===== src/rtl/khs_pkg.sv =====
package khs_pkg;

    // Store geometry.
    localparam int KEY_DEPTH = 1024;
    localparam int ADDR_W    = $clog2(KEY_DEPTH);
    localparam int COUNT_W   = ADDR_W + 1;

    // Arithmetic widths: Q16.16 operands, 48-bit accumulator.
    localparam int DATA_W = 32;
    localparam int ACC_W  = 48;
    localparam int NUM_W  = DATA_W + 1 + 16;
    localparam int DEN_W  = DATA_W + 1;

    // Item kinds carried in tuser.
    localparam logic CMD_WRITE = 1'b0;
    localparam logic CMD_EVAL  = 1'b1;

    // Result status codes.
    typedef enum logic [1:0] {
        STATUS_OK     = 2'd0,
        STATUS_EMPTY  = 2'd1,
        STATUS_SINGLE = 2'd2,
        STATUS_EQUAL  = 2'd3
    } khs_status_t;

    // One keyframe entry of the store.
    typedef struct packed {
        logic [DATA_W-1:0] tangent;
        logic [DATA_W-1:0] value;
        logic [DATA_W-1:0] ktime;
    } khs_key_t;

    // Divider handshake status.
    typedef struct packed {
        logic busy;
        logic done;
    } khs_div_stat_t;

endpackage


===== src/rtl/khs_mul.sv =====
module khs_mul (
    input  logic                        clk,
    input  logic [khs_pkg::DATA_W-1:0]   a,
    input  logic [khs_pkg::DATA_W-1:0]   b,
    output logic [2*khs_pkg::DATA_W-1:0] p
);
    import khs_pkg::*;

    logic [2*DATA_W-1:0] p_reg;

    // Unsigned 32 by 32 product, registered.
    always_ff @(posedge clk)
    begin
        p_reg <= a * b;
    end

    assign p = p_reg;

endmodule


===== config.mk =====
export PLATFORM = sky130hd
export DESIGN_NAME = khs_mul
export DESIGN_NICKNAME = d
export VERILOG_FILES = /design/src/rtl/khs_pkg.sv /design/src/rtl/khs_mul.sv
export SDC_FILE = /design/constraint.sdc
export NUM_CORES = 2
export LEC_CHECK = 0
export BUFFER_PORTS_ARGS = -buffer_cell sky130_fd_sc_hd__buf_2
export CORE_MARGIN = 3
export CORE_UTILIZATION = 70
export DETAILED_ROUTE_END_ITERATION = 8
export PLACE_DENSITY = 0.95
export SYNTH_ARGS = -nofsm -noshare
export SYNTH_HDL_FRONTEND = slang
export SYNTH_SLANG_ARGS = --single-unit

===== constraint.sdc =====
create_clock -name clk -period 18.02 [get_ports clk]
set_input_delay 0.901 -clock clk [delete_from_list [all_inputs] [get_ports clk]]
set_output_delay 0.901 -clock clk [all_outputs]
set_load 0.005 [all_outputs]

==> flow_summary.ini <==
[cells_and_area]
area_growth_syn_to_layout_pct = 2.814
final_net_count = 4892
post_route_cells_drive_above_1_share_pct = 4.411
largest_register_ffs = 64

[sta]
timing.final.crit_share_pct = 47.68
setup-tns-final_ps = 0
hold_viol = 0
grt_setup_unrepaired = false
fmax_mhz = 116.4
worst_slew_margin_rel_pct = 45.24
worstMarginPinSlew_ps = 821.4
period_minus_slack_ps = 8592
finalMaxSlewViolations = 0
setup-violations-final = 0

[global_routing]
first_global_vias = 30617
antenna_violations_before_repair = 6
grt_max_degree = 33
grt_util_all_layers_pct = 38.05
globalRouteOverflowTotal = 0
wire_length_of_the_first_global_routing_pass_um = 155300

[placed_design]
portBuffers = 128
hpwlAfterDp_um = 75330
routabilityCongestion = 0.9564

[floorplan]
core-area_um2 = 48350
design.portCount = 129
die_width_um = 228.6
die_area_um2 = 52240
number_of_placement_rows = 80
floorplan.die.height_um = 228.6
start_util_pct = 71.72

[clocking]
postCtsResizedCells = 0
clock_pin_slew_on_the_worst_setup_and_hold_paths_ps = 60
cts_post_setup_buffers_inserted = 0
cts_hold_buffers = 0
htreeDepth = 3
clkSinkCount = 64
tritoncts = built
library_cell_used_as_clock_root_buffer = sky130_fd_sc_hd__clkbuf_16
cts_inserted_buffers = 9
cts-root-to-sink-buffers = 2

[logic_synthesis]
share_of_the_yosys_chip_area_belonging_to_registers_pct = 3.695
ys_warnings = 0
synthesis.area_per_instance_um2 = 9.252
ys_top_cells_by_area = sky130_fd_sc_hd__fa_1 52%, sky130_fd_sc_hd__and2_1 11%, sky130_fd_sc_hd__ha_1 9.5%
yosys.cell_types.count = 57
synth_fp_nets = 4972
post_synth_most_frequent_cells = 896 x sky130_fd_sc_hd__fa_1, 865 x sky130_fd_sc_hd__inv_1, 602 x sky130_fd_sc_hd__and2_1
post_synth_edffs = 0
ys_dominant_reg_cell = sky130_fd_sc_hd__dfxtp_1
synthArstFlopShare_pct = 0
synth_top_area_share_pct = 51.73
cells_after_synth = 3748
synth.ff_latch_count = 64
post_synth_instance_area_um2 = 34680
synthDominantAreaCellType = sky130_fd_sc_hd__fa_1
most_instantiated_library_cell_after_synthesis = sky130_fd_sc_hd__fa_1

[worst_setup_path]
critical_path_arrival_ps = 8850
timing.critical_path.from_type = input port
worst-setup-path-type = input port to register
critical_path.endpoint_type = register
critPathMaxFanout = 32
critical_path_required_ps = 18280
cp-startpoint = a[16]
endpoint = p[62]

[drt]
average_vias_per_placed_instance = 6.171
first_iter_violations = 2755
vias = 26738
postRouteAntennaNets = 0
detail_route.wl_per_cell_um = 22.04
pre_antenna_drt_iters = 8
route.detailed.drc = 0
detailed_route_wire_length_um = 95510

[status]
outcome = completed

[run]
drv.max_cap_violation_count = 0

[worst_hold_path]
hold_crit_class = input port to register
worstHoldStart = a[0]
-- cell usage in the layout (no fill, tap or decap), types with 4 or more instances in the layout --
master,netlist,routed
sky130_fd_sc_hd__a21o_1,40,40
sky130_fd_sc_hd__a21oi_1,63,63
sky130_fd_sc_hd__a221o_1,4,4
sky130_fd_sc_hd__a31oi_1,12,12
sky130_fd_sc_hd__and2_1,602,602
sky130_fd_sc_hd__and3_1,14,14
sky130_fd_sc_hd__buf_2,6,128
sky130_fd_sc_hd__clkbuf_16,0,9
sky130_fd_sc_hd__dfxtp_1,64,64
sky130_fd_sc_hd__diode_2,0,4
sky130_fd_sc_hd__fa_1,896,896
sky130_fd_sc_hd__ha_1,263,263
sky130_fd_sc_hd__inv_1,865,865
sky130_fd_sc_hd__nand2_1,480,480
sky130_fd_sc_hd__nand3_1,10,10
sky130_fd_sc_hd__nand4_1,23,23
sky130_fd_sc_hd__nor2_1,20,20
sky130_fd_sc_hd__nor3_1,7,7
sky130_fd_sc_hd__o21a_1,9,9
sky130_fd_sc_hd__o21ai_0,21,21
sky130_fd_sc_hd__o21ai_1,5,5
sky130_fd_sc_hd__o21bai_1,10,10
sky130_fd_sc_hd__xnor2_1,35,35
sky130_fd_sc_hd__xor2_1,25,25
-- final cells by class --
| class | instances | area [um2] |
|---|---|---|
| repair buffers | 129 | 648.1 |
| clock inverters | 6 | 91.34 |
| multi-input cells | 2599 | 29310 |
| flip-flops and latches | 64 | 1281 |
| diodes | 4 | 10.01 |
| fillers | 2949 | 12690 |
| well taps | 656 | 820.8 |
| clock buffers | 10 | 239.0 |
| inverters | 865 | 3247 |
-- worst min-delay path by stage --
stage                  to  slack, ps  cells past startpoint
floorplan            p[0]       1030                      1
detailed placement  p[60]       1280                      1
CTS                  p[0]       1160                      3
finish               p[0]       1180                      3
global route         p[0]       1190                      3
global placement    p[57]       1280                      1
-- metrics by stage --
stage	worst slack, ps	hold WS, ps	area, um2	std cells	utilization (%)
5_1_grt	9233	1188	35650	4333	73.74
3_3_place_gp	9576	1279	35310	4313	73.04
4_1_cts	9604	1157	35640	4329	73.72
3_5_place_dp	9296	1277	35310	4313	73.04
2_1_floorplan	10370	1028	34680	3748	-
6_report	9428	1181	35650	4333	73.74
-- critical path, cell delays in order --
cell and delay (ps):
sky130_fd_sc_hd__buf_2 570, sky130_fd_sc_hd__and2_1 260, sky130_fd_sc_hd__fa_1 460, sky130_fd_sc_hd__fa_1 550, sky130_fd_sc_hd__inv_1 60, sky130_fd_sc_hd__fa_1 490, sky130_fd_sc_hd__fa_1 520, sky130_fd_sc_hd__inv_1 70
sky130_fd_sc_hd__fa_1 560, sky130_fd_sc_hd__fa_1 430, sky130_fd_sc_hd__fa_1 550, sky130_fd_sc_hd__fa_1 550, sky130_fd_sc_hd__ha_1 450, sky130_fd_sc_hd__nand4_1 160, sky130_fd_sc_hd__or4_1 560, sky130_fd_sc_hd__or3_1 350
sky130_fd_sc_hd__a31oi_1 520, sky130_fd_sc_hd__a31o_2 300, sky130_fd_sc_hd__a211oi_1 110, sky130_fd_sc_hd__o21ai_1 200, sky130_fd_sc_hd__xor2_1 180
-- cell families after synthesis --
logic type                 Yosys count  share of synthesized area (%)
muxes                                1                        0.02887
adders and majority gates         1159                          61.22
AOI/OAI and AO/OA                  202                          4.153
DFF                                 64                          3.695
and+or+nand+nor                   1177                          17.62
buffers and inverters             1085                          11.77
xor gates and xnor gates            60                          1.515
-- routing by layer --
layer	track usage (%)	vias up	routed length [um]
met5	0	-	20
met4	30.60	4	9569
met3	6.805	776	9654
met2	64.40	2042	47200
met1	42.44	13229	29070
li1	-	10687	-
Power is not shown: default switching activity piles up to over one toggle a cycle in this logic, so the estimate is an artifact.
