### src/rtl/khs_pkg.sv
package khs_pkg;

    // Store geometry.
    localparam int KEY_DEPTH = 1024;
    localparam int ADDR_W    = $clog2(KEY_DEPTH);
    localparam int COUNT_W   = ADDR_W + 1;

    // Arithmetic widths: Q16.16 operands, 48-bit accumulator.
    localparam int DATA_W = 32;
    localparam int ACC_W  = 48;
    localparam int NUM_W  = DATA_W + 1 + 16;
    localparam int DEN_W  = DATA_W + 1;

    // Item kinds carried in tuser.
    localparam logic CMD_WRITE = 1'b0;
    localparam logic CMD_EVAL  = 1'b1;

    // Result status codes.
    typedef enum logic [1:0] {
        STATUS_OK     = 2'd0,
        STATUS_EMPTY  = 2'd1,
        STATUS_SINGLE = 2'd2,
        STATUS_EQUAL  = 2'd3
    } khs_status_t;

    // One keyframe entry of the store.
    typedef struct packed {
        logic [DATA_W-1:0] tangent;
        logic [DATA_W-1:0] value;
        logic [DATA_W-1:0] ktime;
    } khs_key_t;

    // Divider handshake status.
    typedef struct packed {
        logic busy;
        logic done;
    } khs_div_stat_t;

endpackage

### src/rtl/khs_div.sv
module khs_div (
    input  logic                              clk,
    input  logic                              rst_n,
    input  logic                              start,
    input  logic signed [khs_pkg::NUM_W-1:0]  num,
    input  logic signed [khs_pkg::DEN_W-1:0]  den,
    output logic signed [khs_pkg::DATA_W-1:0] quo,
    output khs_pkg::khs_div_stat_t            stat
);
    import khs_pkg::*;

    localparam int CNT_W = $clog2(NUM_W + 1);

    logic [NUM_W-1:0] numq_reg;
    logic [DEN_W-1:0] den_reg;
    logic [DEN_W-1:0] rem_reg;
    logic [CNT_W-1:0] cnt_reg;
    logic             neg_reg;
    logic             busy_reg;
    logic             done_reg;

    logic [DEN_W:0]   rem_shift;
    logic [DEN_W:0]   rem_diff;
    logic             fits;

    // One quotient bit per cycle, restoring on magnitudes.
    assign rem_shift = {rem_reg, numq_reg[NUM_W-1]};
    assign rem_diff  = rem_shift - {1'b0, den_reg};
    assign fits      = !rem_diff[DEN_W];

    always_ff @(posedge clk or negedge rst_n)
    begin
        if (!rst_n)
        begin
            busy_reg <= 1'b0;
            done_reg <= 1'b0;
            cnt_reg  <= '0;
        end
        else
        begin
            done_reg <= 1'b0;
            if (start)
            begin
                busy_reg <= 1'b1;
                cnt_reg  <= CNT_W'(NUM_W);
            end
            else if (busy_reg)
            begin
                cnt_reg <= cnt_reg - 1'b1;
                if (cnt_reg == CNT_W'(1))
                begin
                    busy_reg <= 1'b0;
                    done_reg <= 1'b1;
                end
            end
        end
    end

    // Datapath registers.
    always_ff @(posedge clk)
    begin
        if (start)
        begin
            numq_reg <= num[NUM_W-1] ? NUM_W'(-num) : NUM_W'(num);
            den_reg  <= den[DEN_W-1] ? DEN_W'(-den) : DEN_W'(den);
            neg_reg  <= num[NUM_W-1] ^ den[DEN_W-1];
            rem_reg  <= '0;
        end
        else if (busy_reg)
        begin
            rem_reg  <= fits ? rem_diff[DEN_W-1:0] : rem_shift[DEN_W-1:0];
            numq_reg <= {numq_reg[NUM_W-2:0], fits};
        end
    end

    // Truncated quotient, saturated to the signed Q16.16 range.
    always_comb
    begin
        if (!neg_reg)
        begin
            if (|numq_reg[NUM_W-1:DATA_W-1])
                quo = {1'b0, {(DATA_W-1){1'b1}}};
            else
                quo = DATA_W'(numq_reg);
        end
        else
        begin
            if ((|numq_reg[NUM_W-1:DATA_W])
                || (numq_reg[DATA_W-1] && (|numq_reg[DATA_W-2:0])))
                quo = {1'b1, {(DATA_W-1){1'b0}}};
            else
                quo = DATA_W'(-numq_reg);
        end
    end

    assign stat.busy = busy_reg;
    assign stat.done = done_reg;

endmodule

### config.mk
export PLATFORM = sky130hd
export DESIGN_NAME = khs_div
export DESIGN_NICKNAME = d
export VERILOG_FILES = /design/src/rtl/khs_pkg.sv /design/src/rtl/khs_div.sv
export SDC_FILE = /design/constraint.sdc
export NUM_CORES = 1
export LEC_CHECK = 0
export CORE_MARGIN = 2
export CORE_UTILIZATION = 50
export CTS_BUF_LIST = sky130_fd_sc_hd__clkbuf_2 sky130_fd_sc_hd__clkbuf_4 sky130_fd_sc_hd__clkbuf_8
export CTS_CLUSTER_SIZE = 40
export DETAILED_ROUTE_END_ITERATION = 10
export DONT_BUFFER_PORTS = 1
export MAX_ROUTING_LAYER = met4
export PLACE_DENSITY = 0.68
export SLEW_MARGIN = 0
export SYNTH_ARGS = -nofsm -noshare
export SYNTH_HDL_FRONTEND = slang
export SYNTH_SLANG_ARGS = --single-unit
export TNS_END_PERCENT = 10
### constraint.sdc
create_clock -name clk -period 3.4 [get_ports clk]
set_input_delay 0.34 -clock clk [delete_from_list [all_inputs] [get_ports clk]]
set_output_delay 0.34 -clock clk [all_outputs]
set_load 0.05 [all_outputs]
==> qor.yml <==
clock_skew_ns: 0.0109
clockBufferDepth: 2
switching_share: 0.400
min_path_type: "input pin to flip-flop"
num_antenna_cells: 0
violations: "setup timing"
antenna_found_initial: 0
largest_reg_flops: 49
finalInstanceArea_sq_um: 11800
wl_per_cell_um: 17.7
p_clk_frac: 0.196
synthAdderAreaFrac: 0.0519
drc: 0
die_x_um: 142
p_switching_uw: 2680
peakVddDrop_mv: 0.317
placementRows: 50
path_clk_slew_ns: 0.08
synthCells: 1159
synth.area.mux_share: 0.00655
cts.sinks: 124
overflow: 0
dr.pass1.iters: 5
gr-usage-all-layers: 0.263
crit_type: "flip-flop to output pin"
layout_commonest_cell: "nand2_1"
numCtsBuffers: 17
die_y_um: 142
synth_compound_gate_area_share: 0.226
ys_types: 67
fin_crit_sh: 1.07
final_cell_mix: "nand2_1, nor2_1, a21oi_1"
post-place-ws_ns: -0.0693
start_kind: "flip-flop"
synth_nets: 1283
cts_tree: "done"
synthArstFlopShare: 0.0645
cts_root_buffer: "clkbuf_8"
grt_pass1_wl_um: 41600
drive_above_1_share: 0.172
fp.dieArea_sq_um: 20200
maxCapViolations: 0
synth_top_family_by_area: "compound AO/OA/AOI/OAI gates"
hold_viol: 0
via_per_inst: 6.07
required_ns: 3.06
rsz0062_at_grt: "true"
synth-main-ff-cell: "edfxtp_1"
status: "finished with violations"
power.internal_uw: 4020
ys_seq_area_frac: 0.351
dp.final_hpwl_um: 18000
slew_viol_final: 0
holdPathStages: 1
drt-initial-drc-count: 727
seqPwrFrac: 0.331
avgSynthCellArea_sq_um: 8.24
worstMarginPinSlew_ns: 1.07
fmax_ghz: 0.275
fin_crit_ns: 3.64
grt_max_degree: 116
ys_ff_latch: 124
area_growth_pct: 24.0
synthSimpleGateAreaFrac: 0.214
setup_ws_ns: -0.243
wirelength_um: 25800
clock_latency_ns: 0.45
cp_max_fo: 6
synth_xor_xnor_area_share: 0.0982
synth-warning-count: 0
worst_slew_margin_rel: 0.287
crit_arrival_ns: 3.30
vias: 8855
grt_pass1_vias: 8382
gp_congestion: 0.905
cts_max_level: 4
ant_nets: 0
p_total_uw: 6690
rr_worst_depth: 13
synthesis.area_sq_um: 9550
combPwrFrac: 0.473
start_util: 0.510
setup_viol: 29
io_buffers: 0
ioPinCount: 119
layout.nets: 1335
core-area_sq_um: 18700
synth-edff-count: 83
cellLeakagePower_uw: 0.00451
end_kind: "output pin"
place_area_sq_um: 10900
pwr_density_cell_nw_per_um2: 566
[timing repair]
action                                 4_1_cts  5_1_grt
cloned                                       2        1
setup endpoints to repair                   30       61
pin swaps                                   10       14
setup buffers                               10        3
endpoints found under the hold margin       60        0
hold buffers                                 4        0
resized for setup                           37       16
[metrics by stage]
stage	hold WS (ns)	util	setup TNS (ns)	std cells
floorplan	0.0444	-	-3.04	1159
global placement	0.0446	0.585	-0.0905	1406
detailed placement	0.0446	0.585	-0.173	1406
CTS	0.0107	0.625	-4.44	1454
global route	0.0595	0.633	-8.18	1458
finish	0.0798	0.633	-4.07	1458
[final timing paths]
path,start,to,slack [ns]
min reg2reg,rem_reg[11],rem_reg[12],0.49
min in group asynchronous,rst_n,done_reg,0.25
max,numq_reg[1],quo[22],-0.24
min,den[22],den_reg[22],0.08
max in group asynchronous,rst_n,busy_reg,2.86
max reg2reg,den_reg[1],rem_reg[31],0.18
[layer usage]
metal / wire length (um) / vias to the layer above / GRT usage / share of wire
met5: 0 / - / - / 0
met4: 465 / 0 / 0.0779 / 0.018
met3: 1280 / 31 / 0.0360 / 0.050
met2: 12200 / 261 / 0.418 / 0.47
met1: 11800 / 4193 / 0.353 / 0.46
li1: - / 4370 / - / -
[area by class of cell]
| type | count | area (sq um) |
|---|---|---|
| clock buffers | 23 | 292 |
| fillers | 1573 | 6870 |
| clock inverters | 9 | 93.8 |
| flip-flops and latches | 124 | 3350 |
| repair buffers | 99 | 1210 |
| inverters | 65 | 246 |
| multi-input cells | 904 | 6340 |
| well taps | 234 | 293 |
[power by group through the flow]
stage	clock, uW	sequential (uW)	combinational, uW
finish	1310	2210	3170
global route	1390	2250	3500
CTS	1330	2200	3120
detailed placement	0	2230	3030
global placement	0	2220	3000
floorplan	0	2140	2260
[cell families after synthesis]
group,Yosys count
multiplexers,6
AND/OR/NAND/NOR,431
AO/OA/AOI/OAI,321
XOR/XNOR,107
buffers and inverters,131
adder cells (fa/ha/maj),39
flip-flops,124
[worst max-delay path, stage by stage, from the launching register on]
cell and delay, ns:
edfxtp_1 0.44, buf_4 0.17, inv_1 0.06, ha_1 0.17
nor3b_4 0.22, nand3_2 0.12, buf_4 0.17, inv_1 0.10
nand3_1 0.24, nor4_1 0.38, buf_4 0.20, nand3_1 0.08
a21bo_2 0.24, o311ai_4 0.09, buf_12 0.18
[cell usage after synthesis (all sizes together), types with 31 or more instances]
master / number / area, sq um
edfxtp: 83 / 2490
clkbuf: 55 / 206
a21oi: 90 / 450
nor3: 32 / 160
xor2: 52 / 455
o311ai: 31 / 272
nand2: 136 / 510
inv: 65 / 244
xnor2: 55 / 482
ha: 38 / 475
o21ai: 65 / 325
dfxtp: 33 / 661
nor2: 125 / 469
Power figures use the tool's default switching activity.
